$ cat src/rtl/ist_pkg.sv
// shared constants for the integer set table
// no dependencies
`default_nettype none

package ist_pkg;

    localparam int CAPACITY_DEF = 64;

    localparam int VALUE_W       = 32;
    localparam int FUNC_W        = 2;
    localparam int ELEM_COUNT_W  = 7;
    localparam int IN_TDATA_W    = 32;
    localparam int IN_TUSER_W    = 2;
    localparam int OUT_TDATA_W   = 16;

    // operation codes
    localparam logic [FUNC_W-1:0] OP_INSERT = 2'd0;
    localparam logic [FUNC_W-1:0] OP_REMOVE = 2'd1;
    localparam logic [FUNC_W-1:0] OP_QUERY  = 2'd2;

endpackage

`default_nettype wire

$ cat src/rtl/integer_set_table_top.sv
// integer set table: top level with scan sequencer and element counter
// depends on ist_pkg and ist_ram
`default_nettype none

// Fixed-capacity set of signed 32-bit integers held in one synchronous ram
// of CAPACITY entries, each entry a valid mark beside a value. An input beat
// carries the operation in tuser (insert, remove, query; code 3 acts as a
// query) and the value in tdata. The block works on one beat at a time: it
// reads every entry of the ram in turn, one per cycle, noting the entry that
// holds the value and the lowest free entry, then does at most one write back
// and loads the result register. After acceptance the sequencer steps through
// the scan state, a last state in which the final read returns, and the apply
// state; it takes no new beat until it is idle again. A new beat is taken as
// soon as the sequencer is idle, even while the previous result still waits
// in the output register; its own result then waits until that register is
// free. After reset the block runs a clearing pass that zeroes every entry;
// tready stays low until it ends. The result gives whether the value was
// present before the operation, whether an insert of an absent value was
// refused because the set was full, and the element count after the
// operation (its low 7 bits when CAPACITY exceeds 127).

module integer_set_table_top #(
    parameter int CAPACITY = ist_pkg::CAPACITY_DEF
) (
    input  wire logic                            clk,
    input  wire logic                            rst_n,

    input  wire logic                            s_axis_tvalid,
    output logic                                 s_axis_tready,
    // [31:0] value
    input  wire logic [ist_pkg::IN_TDATA_W-1:0]  s_axis_tdata,
    // [1:0] func
    input  wire logic [ist_pkg::IN_TUSER_W-1:0]  s_axis_tuser,

    output logic                                 m_axis_tvalid,
    input  wire logic                            m_axis_tready,
    // [0] was_member, [1] rejected_full, [8:2] element_count, [15:9] zero
    output logic      [ist_pkg::OUT_TDATA_W-1:0] m_axis_tdata
);

    localparam int AW    = $clog2(CAPACITY);
    localparam int CW    = $clog2(CAPACITY + 1);
    localparam int VW    = ist_pkg::VALUE_W;
    localparam int EW    = ist_pkg::ELEM_COUNT_W;
    localparam int RAM_W = VW + 1;

    localparam logic [AW-1:0] LAST_ADDR = AW'(CAPACITY - 1);
    localparam logic [CW-1:0] CAP_COUNT = CW'(CAPACITY);

    // sequencer states
    localparam logic [2:0] ST_CLEAR = 3'd0;
    localparam logic [2:0] ST_IDLE  = 3'd1;
    localparam logic [2:0] ST_SCAN  = 3'd2;
    localparam logic [2:0] ST_LAST  = 3'd3;
    localparam logic [2:0] ST_APPLY = 3'd4;

    logic [2:0]    state_reg,     state_next;
    logic [AW-1:0] addr_reg,      addr_next;
    logic          pend_reg,      pend_next;
    logic [AW-1:0] pend_addr_reg, pend_addr_next;
    logic          hit_reg,       hit_next;
    logic [AW-1:0] hit_idx_reg,   hit_idx_next;
    logic          free_reg,      free_next;
    logic [AW-1:0] free_idx_reg,  free_idx_next;
    logic [CW-1:0] count_reg,     count_next;
    logic          out_valid_reg, out_valid_next;

    // payload registers
    logic [ist_pkg::FUNC_W-1:0]      func_reg,     func_next;
    logic [VW-1:0]                   value_reg,    value_next;
    logic [ist_pkg::OUT_TDATA_W-1:0] out_data_reg, out_data_next;

    // ram ports
    logic             ram_we;
    logic [AW-1:0]    ram_waddr;
    logic [RAM_W-1:0] ram_wdata;
    logic [RAM_W-1:0] ram_rdata;

    // result pieces
    logic             res_full;
    logic [CW+EW-1:0] count_wide;
    logic             load_out;

    ist_ram #(
        .WIDTH (RAM_W),
        .DEPTH (CAPACITY)
    ) u_ist_ram (
        .clk   (clk),
        .we    (ram_we),
        .waddr (ram_waddr),
        .wdata (ram_wdata),
        .raddr (addr_reg),
        .rdata (ram_rdata)
    );

    assign s_axis_tready = (state_reg == ST_IDLE);
    assign m_axis_tvalid = out_valid_reg;
    assign m_axis_tdata  = out_data_reg;

    // count after the operation, cut or padded to the result field
    assign count_wide = {{EW{1'b0}}, count_next};

    always_comb
    begin
        state_next     = state_reg;
        addr_next      = addr_reg;
        pend_next      = 1'b0;
        pend_addr_next = addr_reg;
        hit_next       = hit_reg;
        hit_idx_next   = hit_idx_reg;
        free_next      = free_reg;
        free_idx_next  = free_idx_reg;
        count_next     = count_reg;
        func_next      = func_reg;
        value_next     = value_reg;
        out_data_next  = out_data_reg;
        ram_we         = 1'b0;
        ram_waddr      = addr_reg;
        ram_wdata      = '0;
        res_full       = 1'b0;
        load_out       = 1'b0;

        // look at the entry read in the previous cycle
        if (pend_reg)
        begin
            if (ram_rdata[VW] && (ram_rdata[VW-1:0] == value_reg))
            begin
                hit_next     = 1'b1;
                hit_idx_next = pend_addr_reg;
            end
            if (!ram_rdata[VW] && !free_reg)
            begin
                free_next     = 1'b1;
                free_idx_next = pend_addr_reg;
            end
        end

        unique case (state_reg)
            ST_CLEAR:
            begin
                ram_we = 1'b1;
                if (addr_reg == LAST_ADDR)
                begin
                    addr_next  = '0;
                    state_next = ST_IDLE;
                end
                else
                begin
                    addr_next = addr_reg + AW'(1);
                end
            end
            ST_IDLE:
            begin
                if (s_axis_tvalid)
                begin
                    func_next  = s_axis_tuser;
                    value_next = s_axis_tdata[VW-1:0];
                    hit_next   = 1'b0;
                    free_next  = 1'b0;
                    addr_next  = '0;
                    state_next = ST_SCAN;
                end
            end
            ST_SCAN:
            begin
                pend_next = 1'b1;
                if (addr_reg == LAST_ADDR)
                begin
                    addr_next  = '0;
                    state_next = ST_LAST;
                end
                else
                begin
                    addr_next = addr_reg + AW'(1);
                end
            end
            ST_LAST:
            begin
                state_next = ST_APPLY;
            end
            ST_APPLY:
            begin
                if (!out_valid_reg || m_axis_tready)
                begin
                    load_out = 1'b1;
                    case (func_reg)
                        ist_pkg::OP_INSERT:
                        begin
                            if (!hit_reg)
                            begin
                                if ((count_reg < CAP_COUNT) && free_reg)
                                begin
                                    ram_we     = 1'b1;
                                    ram_waddr  = free_idx_reg;
                                    ram_wdata  = {1'b1, value_reg};
                                    count_next = count_reg + CW'(1);
                                end
                                else
                                begin
                                    res_full = 1'b1;
                                end
                            end
                        end
                        ist_pkg::OP_REMOVE:
                        begin
                            if (hit_reg)
                            begin
                                ram_we    = 1'b1;
                                ram_waddr = hit_idx_reg;
                                ram_wdata = {1'b0, value_reg};
                                if (count_reg != '0)
                                begin
                                    count_next = count_reg - CW'(1);
                                end
                            end
                        end
                        default:
                        begin
                            // query and the unused code change nothing
                        end
                    endcase
                    out_data_next = {{(ist_pkg::OUT_TDATA_W - EW - 2){1'b0}},
                                     count_wide[EW-1:0], res_full, hit_reg};
                    state_next    = ST_IDLE;
                end
            end
            default:
            begin
                state_next = ST_IDLE;
            end
        endcase

        if (load_out)
        begin
            out_valid_next = 1'b1;
        end
        else if (m_axis_tready)
        begin
            out_valid_next = 1'b0;
        end
        else
        begin
            out_valid_next = out_valid_reg;
        end
    end

    always_ff @(posedge clk or negedge rst_n)
    begin
        if (!rst_n)
        begin
            state_reg     <= ST_CLEAR;
            addr_reg      <= '0;
            pend_reg      <= 1'b0;
            pend_addr_reg <= '0;
            hit_reg       <= 1'b0;
            hit_idx_reg   <= '0;
            free_reg      <= 1'b0;
            free_idx_reg  <= '0;
            count_reg     <= '0;
            out_valid_reg <= 1'b0;
        end
        else
        begin
            state_reg     <= state_next;
            addr_reg      <= addr_next;
            pend_reg      <= pend_next;
            pend_addr_reg <= pend_addr_next;
            hit_reg       <= hit_next;
            hit_idx_reg   <= hit_idx_next;
            free_reg      <= free_next;
            free_idx_reg  <= free_idx_next;
            count_reg     <= count_next;
            out_valid_reg <= out_valid_next;
        end
    end

    always_ff @(posedge clk)
    begin
        func_reg     <= func_next;
        value_reg    <= value_next;
        out_data_reg <= out_data_next;
    end

endmodule

`default_nettype wire

$ cat src/rtl/ist_ram.sv
// generic single-clock ram, one write port, one registered read port
// no dependencies
`default_nettype none

module ist_ram #(
    parameter int WIDTH = 33,
    parameter int DEPTH = 64
) (
    input  wire logic                     clk,
    input  wire logic                     we,
    input  wire logic [$clog2(DEPTH)-1:0] waddr,
    input  wire logic [WIDTH-1:0]         wdata,
    input  wire logic [$clog2(DEPTH)-1:0] raddr,
    output logic      [WIDTH-1:0]         rdata
);

    logic [WIDTH-1:0] mem [DEPTH];

    always_ff @(posedge clk)
    begin
        if (we)
        begin
            mem[waddr] <= wdata;
        end
        rdata <= mem[raddr];
    end

endmodule

`default_nettype wire

$ cat config.mk
export PLATFORM = sky130hd
export DESIGN_NAME = integer_set_table_top
export DESIGN_NICKNAME = d
export VERILOG_FILES = /design/src/rtl/ist_pkg.sv /design/src/rtl/integer_set_table_top.sv /design/src/rtl/ist_ram.sv
export SDC_FILE = /design/constraint.sdc
export NUM_CORES = 2
export LEC_CHECK = 0
export BUFFER_PORTS_ARGS = -buffer_cell sky130_fd_sc_hd__buf_4
export CAP_MARGIN = 15
export CORE_MARGIN = 4
export CORE_UTILIZATION = 63
export CTS_CLUSTER_SIZE = 20
export DETAILED_ROUTE_END_ITERATION = 7
export PLACE_DENSITY_LB_ADDON = 0.1
export SYNTH_ARGS = -nofsm -noshare
export SYNTH_HDL_FRONTEND = slang
export SYNTH_SLANG_ARGS = --single-unit
$ cat constraint.sdc
create_clock -name clk -period 8.2 [get_ports clk]
set_input_delay 1.64 -clock clk [delete_from_list [all_inputs] [get_ports clk]]
set_output_delay 1.64 -clock clk [all_outputs]
set_load 0.1 [all_outputs]
Word-level counts from Yosys, hierarchy flattened
Memory sizes are Yosys's and may differ from the RTL's. A register that Yosys moved wholly into a read port is not among the register bits.
Index checks and enable logic that the tools add are counted.
- input bits: 38
- memories: 1
- logic and storage cells: 100
- bits in latches: 0
- output and inout port bits: 18
- RAM bits: 2112
- memory bits (read-only): 0
- register bits: 81
- $lt $le $gt $ge: 1
- mux-type cells: 49
- shifts and indexed selects: 0
- add/subtract/negate cells: 3
- divide/modulo/power cells: 0
- multipliers: 0
- bitwise logic cells: 1
- equal/unequal tests: 11
- reductions and logical operators: 20
- memories (memory ; depth ; width ; read ports ; clocked after memory_dff ; wr ports ; line ; source):
    u_ist_ram.mem ; 64 ; 33 ; 1 ; 1 ; 1 ; ist_ram.sv:17 ; logic [WIDTH-1:0] mem [DEPTH];
- operator list (operator ; count):
    2-to-1 mux 33 bit ; 4
    case mux 33 bit (2 select lines) ; 1
    2-to-1 mux 6 bit ; 7
    2-to-1 mux 7 bit ; 6
    == test 32 bit ; 1
    2-to-1 mux 32 bit ; 1
    case mux 6 bit (2 select lines) ; 2
    2-to-1 mux 1 bit ; 20
    case mux 3 bit (5 select lines) ; 1
    case mux 7 bit (2 select lines) ; 1
    2-to-1 mux 3 bit ; 4
    AND reduction 2 bit ; 5
    != test 2 bit, second input constant ; 4
    adder 7 x 1 -> 7 bit, second input constant ; 1
    less-than comparator 7 bit, second input constant ; 1
    nonzero test 7 bit ; 1
    subtractor 7 x 1 -> 7 bit, second input constant ; 1
    adder 6 x 1 -> 6 bit, second input constant ; 1
    == test 3 x 2 -> 1 bit, second input constant ; 2
    == test 6 bit, second input constant ; 1
    case mux 1 bit (2 select lines) ; 2
    AND reduction 4 bit ; 1
    nonzero test 2 bit ; 2
    OR reduction 2 bit ; 2
    other kinds (9) ; 13

Logic depth before layout (Yosys ltp)
- depth in word-level cells: 9
- depth in mapped cells: 11
- mapped depth without buffers: 7

By module
Synthesis repeated with hierarchy kept, for this count alone.
- cells, all modules: 3935
- area total of the unflattened synthesis: 85106.6 µm²
- modules (own cells, without submodules) (module ; area each (µm²) ; sequential area each (µm²) ; instances ; cells each):
    ist_ram ; 81192.9 ; 64081.5 ; 1 ; 3598
    integer_set_table_top ; 3913.8 ; 2242.2 ; 1 ; 337

Worst setup path after synthesis
OpenSTA, ideal clock, no wires.
- path type: input port to flip-flop
- start point: in m_axis_tready
- end point: mem u_ist_ram.mem[54][0], enable pin
- library setup time: 464 ps
- slack: 1560 ps
- data required time: 7736 ps
- cell stages on the path: 7
- buffers on the path: 2
- arrival: 6176 ps
- path through: nor2b_1 > nor4_4 > a222oi_1 > or2_1 > buf_6 > buf_12 > nor3_1
- cells in the longest elaborated chain, start to end: 5
- elaborated cells on any way between the ends: 7
- those cells by class: mux: 6; reduce/logical: 1
- RTL lines (element ; line ; source):
    start, declared ; integer_set_table_top.sv:36 ; input wire logic m_axis_tready,
    logical OR 1 bit * ; integer_set_table_top.sv:183 ; if (!out_valid_reg || m_axis_tready)
    2-to-1 mux 1 bit ; integer_set_table_top.sv:183 ;
    case mux 1 bit (2 select lines) ; integer_set_table_top.sv:138 ; unique case (state_reg)
    2-to-1 mux 1 bit ; ist_ram.sv:21 ; if (we)
    2-to-1 mux 1 bit (not written as such) ; ist_ram.sv:23 ; mem[waddr] <= wdata;
    end, declared ; ist_ram.sv:17 ;
Every way passes the cells marked *; elsewhere a longest branch is shown, timed or not.

Worst setup path in the final report
- start point: in m_axis_tready
- end point: mem u_ist_ram.mem[46][4], enable pin
The elaborated chain is that of the path after synthesis.

==> flow_summary.ini <==
[cells_and_area]
fin_nets = 4200
layout-drive-gt1-share = 0.2608
area_growth_pct = 11.52
largest_reg_flops = 2112

[clock_tree]
cts_setup_buffers = 0
cts_tree = yes
post_cts_resized = 0
clock_sinks = 2226
path_clk_slew_ns = 0.06
clock_latency_ns = 0.83
cts_buffers = 214
root_buffer = clkbuf_16
ctsHoldBuffers = 0
htree_levels = 4
clockBufferDepth = 3

[synth]
yosys.cell_types.count = 81
synth_seq_cells = 2226
synth_compound_area_frac = 0.03451
synth_adder_area_share = 0.0005861
async_flop_share = 0.01707
syn_area_per_cell_um2 = 21.42
syn_area_mm2 = 0.08539
synth_area_leaders = edfxtp_1 76%, mux4_2 13%, mux2i_1 1.3%
synth_top_family_by_area = multiplexers
syn_inst = 3986
yosysWarnings = 0
synth-simple-area-share = 0.02498
muxShareOfSynthArea = 0.1453
ys_seq_area_frac = 0.7767
yosysTopAreaCellShare = 0.7578
synth_edf_count = 2155
synth_area_leader_cell = edfxtp_1
synthFlopType = edfxtp_1
synthXorXnorAreaFrac = 0.003487

[setup_path]
reg2reg_to = u_ist_ram.rdata[4]
required_ns = 8.65
ff2ff_path_depth = 6
cp_max_fo = 33
startpoint_type = primary input
end_kind = flop
r2r-start = addr_reg[0]
path_class = primary input to flop
r2r_slack_ns = 3.94
crit_arrival_ns = 4.95

[floorplanning]
die-area_mm2 = 0.1415
initial_core_util = 0.6366
core_mm2 = 0.1341
chipWidth_um = 376.2
ios = 56
rows = 134
fp.dieH_um = 376.2

[detailed_routing]
drt_iter0_drc = 5840
wl_per_cell_um = 34.23
routed_wl_mm = 209.4
avgViaCountPerCell = 6.913
drt-pass1-iter-count = 8
vias = 42279
ant_nets = 0
drcViolationCount = 0

[power]
clkPwrFrac = 0.337
vdd_drop_max_uv = 336.9
switching_power_mw = 7.893
combPwrFrac = 0.206
leakage_nw = 27.76
p_sw_frac = 0.2804
power.density_mw_per_mm2 = 295.6
p_int_mw = 20.26
seqPwrFrac = 0.457

[sta]
worst_slew_pin_slew_ns = 1.248
min_period_ns = 4.506
rsz0062_at_grt = no
fmax_ghz = 0.2219
fin_skew_ns = 0.02790
final_max_slew_viol_count = 0
fin_crit_sh = 0.5495
hold_viol_final = 0
slew_headroom = 0.1683
setup_viol = 0
fin_setup_tns_ns = 0
layout_setup_ws_ns = 3.694

[place]
dp_slack_ns = 3.035
place.gp.congestion = 0.9466
hpwl_mm = 114.5
io_buffers = 48

[global_routing]
grt_pass1_vias = 41445
grt_pass1_wl_mm = 299.7
grt_max_degree = 134
antenna_found_initial = 13
grt_usage = 0.3005
grt_overflow = 0

[hold_path]
holdPathEnd = free_idx_reg[5]
hold-path-cell-count = 1
hp-class = flop to flop
min_from = pend_addr_reg[5]

[job]
maxCapViolCount = 0

[outcome]
status = finished, final reports clean
worst max path at each step:
| stage | from | to | slack, ns | cells past startpoint |
|---|---|---|---|---|
| detailed placement | m_axis_tready | u_ist_ram.mem[12][14] | 3.03 | 8 |
| global route | m_axis_tready | u_ist_ram.mem[36][21] | 3.67 | 8 |
| finish | m_axis_tready | u_ist_ram.mem[46][4] | 3.69 | 8 |
| floorplan | m_axis_tready | u_ist_ram.mem[54][0] | 1.56 | 7 |
| CTS | m_axis_tready | u_ist_ram.mem[12][4] | 3.92 | 8 |
| global placement | m_axis_tready | u_ist_ram.mem[46][9] | 3.20 | 8 |
power groups by stage:
stage | Clock [mW] | Combinational [mW] | Sequential, mW
6_report | 9.48 | 5.81 | 12.9
3_5_place_dp | 0 | 5.77 | 13.1
3_3_place_gp | 0 | 5.74 | 13.1
2_1_floorplan | 0 | 4.14 | 13.0
5_1_grt | 10.1 | 6.14 | 12.9
4_1_cts | 9.61 | 5.78 | 12.9
worst max-delay path, cell delays in order:
cell	delay, ns
buf_4	0.12
nand2b_1	0.32
nand2_1	0.43
inv_1	0.66
o2bb2ai_1	0.26
nand3_1	0.56
nor3_4	0.34
buf_4	0.54
stage by stage:
stage,hold slack (ns),utilization,total power [mW],instances,instance area [um^2]
2_1_floorplan,0.3519,-,17.13,3992,85410
3_3_place_gp,0.4815,0.6583,18.83,5703,88300
3_5_place_dp,0.4847,0.6583,18.87,5703,88300
4_1_cts,0.4942,0.7089,28.25,6105,95090
5_1_grt,0.5110,0.7099,29.12,6112,95210
6_report,0.5020,0.7099,28.15,6116,95220
metal layers:
layer,up-vias,global-route usage,routed length (um)
met2,2488,0.4432,96610
met5,-,0,53
met3,360,0.07799,24250
met1,22312,0.4441,80230
li1,17111,-,-
met4,8,0.1128,8213
cells by family (layout without fill, tap and decap cells):
logic type	Yosys count	after routing
AO/OA/AOI/OAI	418	418
buffers and inverters	250	602
flip-flops	2226	2226
adder cells (fa/ha/maj)	4	4
XOR/XNOR	34	34
AND/OR/NAND/NOR	418	418
multiplexers	635	635
other	1	11
synth_stat cells (36+ instances only):
| cell | instances |
|---|---|
| a21oi_1 | 54 |
| a22oi_1 | 122 |
| and2_1 | 39 |
| buf_2 | 60 |
| buf_4 | 36 |
| clkbuf_1 | 112 |
| dfrtp_1 | 38 |
| edfxtp_1 | 2155 |
| mux2_2 | 48 |
| mux2i_1 | 108 |
| mux4_2 | 479 |
| nand2_1 | 134 |
| nor2_1 | 53 |
| nor3_1 | 77 |
| o21ai_0 | 56 |
| o22ai_1 | 51 |
area by class of cell:
type | instances | area (um^2)
multi-input combinational | 1516 | 18260
sequential | 2226 | 66340
antenna | 4 | 10.01
clock buffer | 286 | 5833
inverter | 13 | 51.30
tap | 1768 | 2212
fill | 7882 | 38900
clock inverter | 116 | 950.9
timing repair buffer | 187 | 1567
cell usage in the layout, fill, tap and decap left out, drive strengths merged, types with 9 or more instances in the layout:
| master | count |
|---|---|
| dfrtp | 38 |
| nand2 | 134 |
| nor2b | 12 |
| mux2 | 48 |
| inv | 19 |
| nor3 | 87 |
| buf | 185 |
| edfxtp | 2155 |
| a221o | 10 |
| mux2i | 108 |
| a22oi | 122 |
| xor2 | 32 |
| nor2 | 53 |
| clkbuf | 288 |
| dfxtp | 33 |
| mux4 | 479 |
| bufinv | 13 |
| and3 | 28 |
| clkinv | 90 |
| a211oi | 22 |
| o22ai | 51 |
| a31oi | 10 |
| a21oi | 54 |
| nand2b | 9 |
| o31ai | 12 |
| o221ai | 23 |
| nand3 | 16 |
| o21ai | 57 |
| and2 | 39 |
(Power assumes the default switching activity.)
